$ cat src/sv/rfft_pkg.sv
// ----------------------------------------------------------------------------
// rfft_pkg
// Shared constants, command/status types and twiddle helpers for the FFT.
// ----------------------------------------------------------------------------
package rfft_pkg;

  localparam int POINTS   = 64;
  localparam int ADDR_W   = 6;
  localparam int CNT_W    = 7;
  localparam int LG_W     = 3;
  localparam int BFLY_W   = 5;
  localparam int SAMPLE_W = 16;
  localparam int DATA_W   = 24;
  localparam int TW_W     = 17;
  localparam int TWK_W    = 5;
  localparam int FRAC_W   = 15;

  typedef enum logic [3:0] {
    ST_LOAD,
    ST_BR_RD,
    ST_BR_WA,
    ST_BR_WC,
    ST_BF_RD,
    ST_BF_MUL,
    ST_BF_WA,
    ST_BF_WC,
    ST_OUT_RD,
    ST_OUT_DAT,
    ST_OUT_HOLD
  } state_e;

  typedef enum logic [2:0] {
    WR_SAMPLE,
    WR_SWAP_A,
    WR_SWAP_C,
    WR_SUM,
    WR_DIFF
  } wr_sel_e;

  typedef struct packed {
    logic              rd_en;
    logic [ADDR_W-1:0] rd_a;
    logic [ADDR_W-1:0] rd_c;
    logic              wr_en;
    logic [ADDR_W-1:0] wr_addr;
    wr_sel_e           wr_sel;
    logic              mul_en;
    logic [TWK_W-1:0]  tw_k;
    logic              out_load;
    logic [ADDR_W-1:0] out_index;
    logic              out_last;
    logic              out_drop;
    logic [LG_W-1:0]   out_shift;
    logic              clear;
  } cmd_t;

  typedef struct packed {
    logic out_taken;
  } status_t;

  // cos(2*pi*k/64) in signed Q2.15 (17 bits), 1.0 held as 32768
  function automatic logic signed [TW_W-1:0] tw_cos(input logic [TWK_W-1:0] k);
    logic signed [TW_W-1:0] c;
    unique case (k)
      5'd0:  c = 17'sd32768;  5'd1:  c = 17'sd32610;
      5'd2:  c = 17'sd32138;  5'd3:  c = 17'sd31357;
      5'd4:  c = 17'sd30274;  5'd5:  c = 17'sd28899;
      5'd6:  c = 17'sd27246;  5'd7:  c = 17'sd25330;
      5'd8:  c = 17'sd23170;  5'd9:  c = 17'sd20788;
      5'd10: c = 17'sd18205;  5'd11: c = 17'sd15447;
      5'd12: c = 17'sd12540;  5'd13: c = 17'sd9512;
      5'd14: c = 17'sd6393;   5'd15: c = 17'sd3212;
      5'd16: c = 17'sd0;      5'd17: c = -17'sd3212;
      5'd18: c = -17'sd6393;  5'd19: c = -17'sd9512;
      5'd20: c = -17'sd12540; 5'd21: c = -17'sd15447;
      5'd22: c = -17'sd18205; 5'd23: c = -17'sd20788;
      5'd24: c = -17'sd23170; 5'd25: c = -17'sd25330;
      5'd26: c = -17'sd27246; 5'd27: c = -17'sd28899;
      5'd28: c = -17'sd30274; 5'd29: c = -17'sd31357;
      5'd30: c = -17'sd32138; 5'd31: c = -17'sd32610;
      default: c = 17'sd0;
    endcase
    return c;
  endfunction

  // sin(2*pi*k/64) = cos table at |k - 16|
  function automatic logic signed [TW_W-1:0] tw_sin(input logic [TWK_W-1:0] k);
    logic [TWK_W-1:0] d;
    d = (k >= 5'd16) ? (k - 5'd16) : (5'd16 - k);
    return tw_cos(d);
  endfunction

  // ceil(log2(count)), count 1..64
  function automatic logic [LG_W-1:0] size_log2(input logic [CNT_W-1:0] count);
    logic [LG_W-1:0] lg;
    lg = '0;
    for (int b = 0; b < ADDR_W; b++) begin
      if ((CNT_W'(1) << b) < count) lg = LG_W'(b + 1);
    end
    return lg;
  endfunction

  // reverse the low lg bits of idx
  function automatic logic [ADDR_W-1:0] bit_rev(input logic [ADDR_W-1:0] idx,
                                                 input logic [LG_W-1:0]   lg);
    logic [ADDR_W-1:0] r;
    for (int b = 0; b < ADDR_W; b++) r[b] = idx[ADDR_W-1-b];
    return r >> (LG_W'(ADDR_W) - lg);
  endfunction

endpackage

$ cat src/sv/rfft_ctrl.sv
// ----------------------------------------------------------------------------
// rfft_ctrl
// Sequencer: load, bit-reverse pass, butterfly stages, bin readout.
// ----------------------------------------------------------------------------
module rfft_ctrl (
  input  logic               clk_i,
  input  logic               rst_ni,
  input  logic               in_valid_i,
  input  logic               frame_end_i,
  output logic               in_stall_o,
  input  rfft_pkg::status_t  status_i,
  output rfft_pkg::cmd_t     cmd_o
);

  localparam int AW = rfft_pkg::ADDR_W;
  localparam int CW = rfft_pkg::CNT_W;
  localparam int LW = rfft_pkg::LG_W;
  localparam int BW = rfft_pkg::BFLY_W;

  rfft_pkg::state_e state_q, state_d;
  logic [CW-1:0] count_q, count_d;
  logic          drop_q, drop_d;
  logic [LW-1:0] lg_q, lg_d;
  logic [AW-1:0] idx_q, idx_d;
  logic [LW-1:0] stage_q, stage_d;
  logic [BW-1:0] bfly_q, bfly_d;

  logic          accept, room;
  logic [AW-1:0] n_m1, rev;
  logic [BW-1:0] half_n_m1, half_m1, jj;
  logic [AW-1:0] addr_a, addr_c;
  logic          br_swap, br_done, bf_last, out_last;

  assign accept = in_valid_i && (state_q == rfft_pkg::ST_LOAD);
  assign room   = count_q < CW'(rfft_pkg::POINTS);

  always_comb begin
    n_m1      = AW'((CW'(1) << lg_q) - CW'(1));
    half_n_m1 = BW'(n_m1 >> 1);
    rev       = rfft_pkg::bit_rev(idx_q, lg_q);
    br_swap   = idx_q < rev;
    br_done   = idx_q == n_m1;
    // butterfly index -> pair addresses for stage with span 2^stage
    half_m1   = BW'((CW'(1) << (stage_q - 1'b1)) - CW'(1));
    jj        = bfly_q & half_m1;
    addr_a    = AW'({1'b0, bfly_q & ~half_m1} << 1) | AW'(jj);
    addr_c    = addr_a | AW'({1'b0, half_m1} + 6'd1);
    bf_last   = (bfly_q == half_n_m1) && (stage_q == lg_q);
    out_last  = idx_q == n_m1;
  end

  // next state
  always_comb begin
    state_d = state_q;
    unique case (state_q)
      rfft_pkg::ST_LOAD:
        if (accept && frame_end_i) state_d = rfft_pkg::ST_BR_RD;
      rfft_pkg::ST_BR_RD:
        if (br_swap) state_d = rfft_pkg::ST_BR_WA;
        else if (br_done) state_d = (lg_q == '0) ? rfft_pkg::ST_OUT_RD : rfft_pkg::ST_BF_RD;
      rfft_pkg::ST_BR_WA: state_d = rfft_pkg::ST_BR_WC;
      rfft_pkg::ST_BR_WC:
        if (br_done) state_d = (lg_q == '0) ? rfft_pkg::ST_OUT_RD : rfft_pkg::ST_BF_RD;
        else state_d = rfft_pkg::ST_BR_RD;
      rfft_pkg::ST_BF_RD:  state_d = rfft_pkg::ST_BF_MUL;
      rfft_pkg::ST_BF_MUL: state_d = rfft_pkg::ST_BF_WA;
      rfft_pkg::ST_BF_WA:  state_d = rfft_pkg::ST_BF_WC;
      rfft_pkg::ST_BF_WC:
        state_d = bf_last ? rfft_pkg::ST_OUT_RD : rfft_pkg::ST_BF_RD;
      rfft_pkg::ST_OUT_RD:  state_d = rfft_pkg::ST_OUT_DAT;
      rfft_pkg::ST_OUT_DAT: state_d = rfft_pkg::ST_OUT_HOLD;
      rfft_pkg::ST_OUT_HOLD:
        if (status_i.out_taken) state_d = out_last ? rfft_pkg::ST_LOAD : rfft_pkg::ST_OUT_RD;
      default: state_d = rfft_pkg::ST_LOAD;
    endcase
  end

  // commands and counters
  always_comb begin
    cmd_o     = '0;
    cmd_o.wr_sel    = rfft_pkg::WR_SAMPLE;
    cmd_o.tw_k      = rfft_pkg::TWK_W'(jj << (LW'(AW) - stage_q));
    cmd_o.out_index = idx_q;
    cmd_o.out_last  = out_last;
    cmd_o.out_drop  = drop_q;
    cmd_o.out_shift = lg_q;
    count_d = count_q;
    drop_d  = drop_q;
    lg_d    = lg_q;
    idx_d   = idx_q;
    stage_d = stage_q;
    bfly_d  = bfly_q;
    unique case (state_q)
      rfft_pkg::ST_LOAD: begin
        if (accept) begin
          if (room) begin
            cmd_o.wr_en   = 1'b1;
            cmd_o.wr_addr = count_q[AW-1:0];
            count_d       = count_q + 1'b1;
          end else begin
            drop_d = 1'b1;
          end
          lg_d    = rfft_pkg::size_log2(count_d);
          idx_d   = '0;
          stage_d = LW'(1);
          bfly_d  = '0;
        end
      end
      rfft_pkg::ST_BR_RD: begin
        cmd_o.rd_a = idx_q;
        cmd_o.rd_c = rev;
        if (br_swap) cmd_o.rd_en = 1'b1;
        else if (!br_done) idx_d = idx_q + 1'b1;
        else idx_d = '0;
      end
      rfft_pkg::ST_BR_WA: begin
        cmd_o.wr_en   = 1'b1;
        cmd_o.wr_addr = idx_q;
        cmd_o.wr_sel  = rfft_pkg::WR_SWAP_A;
      end
      rfft_pkg::ST_BR_WC: begin
        cmd_o.wr_en   = 1'b1;
        cmd_o.wr_addr = rev;
        cmd_o.wr_sel  = rfft_pkg::WR_SWAP_C;
        idx_d         = br_done ? '0 : idx_q + 1'b1;
      end
      rfft_pkg::ST_BF_RD: begin
        cmd_o.rd_en = 1'b1;
        cmd_o.rd_a  = addr_a;
        cmd_o.rd_c  = addr_c;
      end
      rfft_pkg::ST_BF_MUL: cmd_o.mul_en = 1'b1;
      rfft_pkg::ST_BF_WA: begin
        cmd_o.wr_en   = 1'b1;
        cmd_o.wr_addr = addr_a;
        cmd_o.wr_sel  = rfft_pkg::WR_SUM;
      end
      rfft_pkg::ST_BF_WC: begin
        cmd_o.wr_en   = 1'b1;
        cmd_o.wr_addr = addr_c;
        cmd_o.wr_sel  = rfft_pkg::WR_DIFF;
        if (bfly_q == half_n_m1) begin
          bfly_d  = '0;
          stage_d = stage_q + 1'b1;
        end else begin
          bfly_d = bfly_q + 1'b1;
        end
        idx_d = '0;
      end
      rfft_pkg::ST_OUT_RD: begin
        cmd_o.rd_en = 1'b1;
        cmd_o.rd_a  = idx_q;
        cmd_o.rd_c  = idx_q;
      end
      rfft_pkg::ST_OUT_DAT: cmd_o.out_load = 1'b1;
      rfft_pkg::ST_OUT_HOLD: begin
        if (status_i.out_taken) begin
          if (out_last) begin
            cmd_o.clear = 1'b1;
            count_d     = '0;
            drop_d      = 1'b0;
          end else begin
            idx_d = idx_q + 1'b1;
          end
        end
      end
      default: ;
    endcase
  end

  always_ff @(posedge clk_i or negedge rst_ni) begin
    if (!rst_ni) begin
      state_q <= rfft_pkg::ST_LOAD;
      count_q <= '0;
      drop_q  <= 1'b0;
      lg_q    <= '0;
      idx_q   <= '0;
      stage_q <= LW'(1);
      bfly_q  <= '0;
    end else begin
      state_q <= state_d;
      count_q <= count_d;
      drop_q  <= drop_d;
      lg_q    <= lg_d;
      idx_q   <= idx_d;
      stage_q <= stage_d;
      bfly_q  <= bfly_d;
    end
  end

  assign in_stall_o = state_q != rfft_pkg::ST_LOAD;

endmodule

$ cat config.mk
export PLATFORM = sky130hd
export DESIGN_NAME = rfft_ctrl
export DESIGN_NICKNAME = d
export VERILOG_FILES = /design/src/sv/rfft_pkg.sv /design/src/sv/rfft_ctrl.sv
export SDC_FILE = /design/constraint.sdc
export NUM_CORES = 1
export LEC_CHECK = 0
export BUFFER_PORTS_ARGS = -buffer_cell sky130_fd_sc_hd__buf_2
export CORE_ASPECT_RATIO = 1.5
export CORE_MARGIN = 5
export CORE_UTILIZATION = 50
export CTS_CLUSTER_SIZE = 10
export DETAILED_ROUTE_END_ITERATION = 12
export PLACE_DENSITY = 0.7
export SETUP_SLACK_MARGIN = 0.02
export SLEW_MARGIN = 15
export SYNTH_ARGS = -nofsm -noshare
export SYNTH_HDL_FRONTEND = slang
export SYNTH_SLANG_ARGS = --single-unit
$ cat constraint.sdc
create_clock -name clk_i -period 9.2 [get_ports clk_i]
set_input_delay 1.84 -clock clk_i [delete_from_list [all_inputs] [get_ports clk_i]]
set_output_delay 1.84 -clock clk_i [all_outputs]
set_load 0.02 [all_outputs]
Yosys cells after proc, flatten, opt, wreduce, memory -nomap -nowiden
Cells that the tools add are included.
{ "classes": {"bitwise_logic": 5, "addsub": 10, "shift": 4, "reduce_logical": 16, "muxes": 50, "eq_ne": 22, "magnitude_cmp": 8} }
{ "ops": {"columns": ["operator", "n"], "rows": [
  ["two-way mux 7 bit", 8],
  ["case mux 4 bit (11 select lines)", 1],
  ["case mux 13 bit (3 select lines)", 1],
  ["case mux 7 bit (5 select lines)", 1],
  ["two-way mux 4 bit", 8],
  ["two-way mux 6 bit", 5],
  ["case mux 6 bit (5 select lines)", 1],
  ["two-way mux 3 bit", 7],
  ["equality test 4 x 3 -> 1 bit (second input constant)", 4],
  ["!= test 2 bit (second input constant)", 7],
  ["case mux 7 bit (2 select lines)", 1],
  ["equality test 4 bit (second input constant)", 3],
  ["case mux 3 bit (4 select lines)", 1],
  ["two-way mux 1 bit", 11],
  ["AND 5 bit", 2],
  ["two-way mux 5 bit", 2],
  ["case mux 5 bit (2 select lines)", 1],
  ["AND reduction 5 bit", 2],
  ["equality test 4 x 2 -> 1 bit (second input constant)", 2],
  ["adder 7 x 1 -> 7 bit (second input constant)", 1],
  ["less-than comparator 1 x 7 -> 1 bit (first input constant)", 1],
  ["less-than comparator 2 x 7 -> 1 bit (first input constant)", 1],
  ["less-than comparator 3 x 7 -> 1 bit (first input constant)", 1],
  ["less-than comparator 4 x 7 -> 1 bit (first input constant)", 1],
  ["other kinds (36)", 42]
]} }
{ "totals": {"reg_bits": 29, "word_cells": 122} }

Depth between registers and ports, before layout
{ "depth": {"word_depth": 11, "depth_mapped": 15} }

Least setup slack after synthesis
Ideal clock, no wire load.
{ "synth_path": {"path_type": "register to output", "from": "reg stage_q[0]", "to": "out cmd_o[27] (netlist name)", "slack_ns": 3.809, "arrival_time_ns": 3.551, "required_time_ns": 7.360, "path_stages_with_launch": 13, "cell_sequence": "dfstp_2 -> clkbuf_1 -> inv_1 -> ha_1 -> xnor2_1 -> nand2_1 -> ha_1 -> or4_1 -> a21oi_1 -> a31oi_1 -> nand2_1 -> o21ai_0 -> o21ai_0"} }
{ "synth_lines": {"columns": ["item", "line_no", "rtl"], "rows": [
  ["start: declaration", "rfft_ctrl.sv:25", "logic [LW-1:0] stage_q, stage_d;"],
  ["start signal: assignment", "rfft_ctrl.sv:186", "stage_q <= stage_d;"],
  ["end: declaration", "rfft_ctrl.sv:12", "output rfft_pkg::cmd_t cmd_o"]
]} }

==> results.md <==
- Status: complete, no violations
- Synth area leader: dfrtp_1
- Setup TNS: 0 ns
- Post-layout min period: 5.96 ns
- H-tree levels: 2
- Hold buffer count at cts: 0
- CP Buf/Inv Count: 2
- Post-synth EDFFs: 0
- Slew HR: between 40% and 50%
- # Post-CTS Setup Buffers: 0
- Remaining global-route overflow: 0
- Worst-path cell chain: inv_1, ha_1, xnor2_1, nand2_1, ha_1, or4_1, a21oi_1, a31oi_1, nand2_1, o21ai_0, o21ai_0, buf_2
- Post-Synth XOR/XNOR Area: under 10%
- Mux share of post-synthesis cell area: approximately 5.4%
- Core ar.: approximately 6900 µm²
- # diodes: 0
- Mean post-synth cell area: ~7.5 µm²
- Yosys reg bits: 29
- Full die area: around 8900 µm²
- DRT antenna net count: 0
- WL/cell: a little under 20 µm
- # IOs: 48
- Total power: roughly 1.3 mW
- Post-DP HPWL: ~8.3 mm
- CTS Root Buffer Type: clkbuf_8
- Crit-path slowest cell: dfstp_2
- Final wirelength: ~11 mm
- Cell with the most instances after synthesis: nand2_1
- Pwr/cell area: about 340 nW/µm²
- Top post-synthesis cells by count: nand2_1, nor2_1, a21oi_1
- Die Span X: roughly 79 µm
- MaxCap Viol Count: 0
- Min-delay worst type: reg2reg
- Crit-path leading delay family: simple AND/OR/NAND/NOR gates
- Global Route Usage Sum: between 20% and 30%
- Tcrit/Tclk final: 64.7%
- Crit end category: primary output
- Met2 WL: about 5.3 mm
- Final setup violation count: 0
- Slew Viols, Final: 0
- Startpoint class of the critical path: flop
- Post-CTS Resized: 0
- Netlist Area Pre-Place: 3540 µm²
- Highest routing layer actually used: met4
- YS warnings: 0
- Synth Area in Simple Gates: between 20% and 30%
- CP max stage delay: between 0.6 and 0.7 ns
- Worst Max-Slew Pin Slew: roughly 0.85 ns
- Clock tree sinks: 29
- Adder-Cell Fraction of Synth Area: under 10%
- Initial Util: between 50 and 60%
- Crit path max fanout: 12
- Fmax achieved: around 0.17 GHz
- Worst setup margin: roughly 3.2 ns
- RSZ-0062 raised after global routing: false
- Critical path class: reg2out
- CTS Buf Count: 5
- Post-synth ARST share: 100%
- Drt first pass iters: 5
- Register area share after synthesis: ~21%
- Die H: roughly 110 µm
- Fin. Hold Viols: 0
- Clock slew at reported path FFs: about 0.07 ns
- Layout cells sized above 1: about 16%
- Initial DRC count: ~380
- Layout fillers: approximately 700
- DRT met1 WL: 4.45 mm
- Hold_ws: approximately 0.52 ns
- Vias: about 3,700
- Vias in the first global route: 3,523
- Syn_nets: 500
- CTS tree: built
- Area contributors post-synth: dfrtp_1, ha_1, nand2_1
- Yosys cell types: roughly 70
- Arr. time, crit path: ~4.1 ns
- Placer Congestion: 0.984
- Setup WS pre-CTS: roughly 3.7 ns
- Top_reg_cell synth: dfrtp_1
- Vias per cell: approximately 6.5
- Final nets: around 520
- Antenna violations before repair: 0
- DR WL met3: about 650 µm
- Share of the synthesized area in the top cell type: just under 20%
- Finished Core Util: a little under three fifths
- Largest net degree at the start of global routing: 30
- Drt drc: 0
- Worst Path Required: roughly 7.4 ns
- Largest family of logic cells by synthesized area: compound AO/OA/AOI/OAI gates
- Area Overhead vs Synth: 7.71%
- Number of I/O port buffers: 47
- First-pass GRT wire length: around 18 mm
- Clock buffer depth: 2
- Skew final: around 0.0061 ns
- # rows: 37
- Worst skew pair latency: 0.29 ns
- Compound-Gate Fraction of Synth Area: between 20% and 30%
- Worst IR Drop VDD: roughly 160 µV
- Post-Syn Instances: 473
- P_leak: between 1.5 and 2 nW
## report_power, final
part           internal [mW]  switching, mW  leakage, nW
combinational          0.348          0.548         1.26
clock                 0.0810         0.0574       0.0543
sequential             0.160          0.119        0.374
total                  0.589          0.724         1.69
## routing by layer
layer  global-route usage (%)  up-vias
met1                     30.0     1735
li1                         -     1755
met3                     3.18       43
met2                     42.8      159
met5                        0        -
met4                     16.1        0
## cell type report
| cell class | instances | area, µm² | share of cell area (%) |
|---|---|---|---|
| Multi-Input combinational cell | 385 | 2540 | 66.8 |
| Sequential cell | 29 | 727 | 19.1 |
| Timing Repair Buffer | 47 | 235 | 6.18 |
| Tap cell | 78 | 97.6 | 2.56 |
| Inverter | 24 | 90.1 | 2.37 |
| Clock buffer | 5 | 68.8 | 1.81 |
| Clock inverter | 3 | 46.3 | 1.22 |
## sequential cells by signal (all words and copies together) (netlist names)
| signal | cells |
|---|---|
| drop_q | 1 |
| idx_q | 6 |
| count_q | 7 |
| stage_q | 3 |
| bfly_q | 5 |
| state_q | 4 |
| lg_q | 3 |
## kinds of logic after synthesis
group,count (synthesis)
buf+inv,59
flops,29
mux,16
compound gates,139
fa+ha+maj,22
xor+xnor,25
simple gates,183
## through the flow
stage	std cells	cell area (µm²)
2_1_floorplan	473	3540
3_3_place_gp	563	3690
3_5_place_dp	563	3690
4_1_cts	571	3810
5_1_grt	571	3810
6_report	571	3810
## cells in the final DEF (no fill, tap or decap), drive strengths merged, types with 6 or more instances in the layout
cell type   n
a21oi      33
a31oi      10
and3        6
buf        47
dfrtp      28
ha         22
inv        24
mux2        7
mux2i       8
nand2      59
nand2b      8
nand3      14
nor2       42
nor2b       7
nor3       14
o211ai     12
o21ai      32
o221ai      9
xnor2      15
xor2       10
## worst paths after layout
kind | from | end | slack [ns] | cells past startpoint
hold reg to reg | drop_q$_DFFE_PN0P_ | drop_q$_DFFE_PN0P_ | 0.52 | 2
setup / recovery | stage_q[0]$_DFFE_PN1P_ | cmd_o[27] | 3.24 | 12
min in group asynchronous | rst_ni | bfly_q[0]$_DFFE_PN0P_ | 1.61 | 1
setup reg to reg | lg_q[0]$_DFFE_PN0P_ | idx_q[2]$_DFFE_PN0P_ | 5.03 | 14
hold / removal | drop_q$_DFFE_PN0P_ | drop_q$_DFFE_PN0P_ | 0.52 | 2
max in group asynchronous | rst_ni | state_q[0]$_DFFE_PN0P_ | 7.11 | 1
## worst min-delay path: cells and delay by family, from the launching register on
| family | cells | cell delay [ns] |
|---|---|---|
| flip-flops | 1 | 0.38 |
| buffers and inverters | 1 | 0.05 |
| AO/OA/AOI/OAI | 1 | 0.05 |
(Power assumes the default switching activity.)
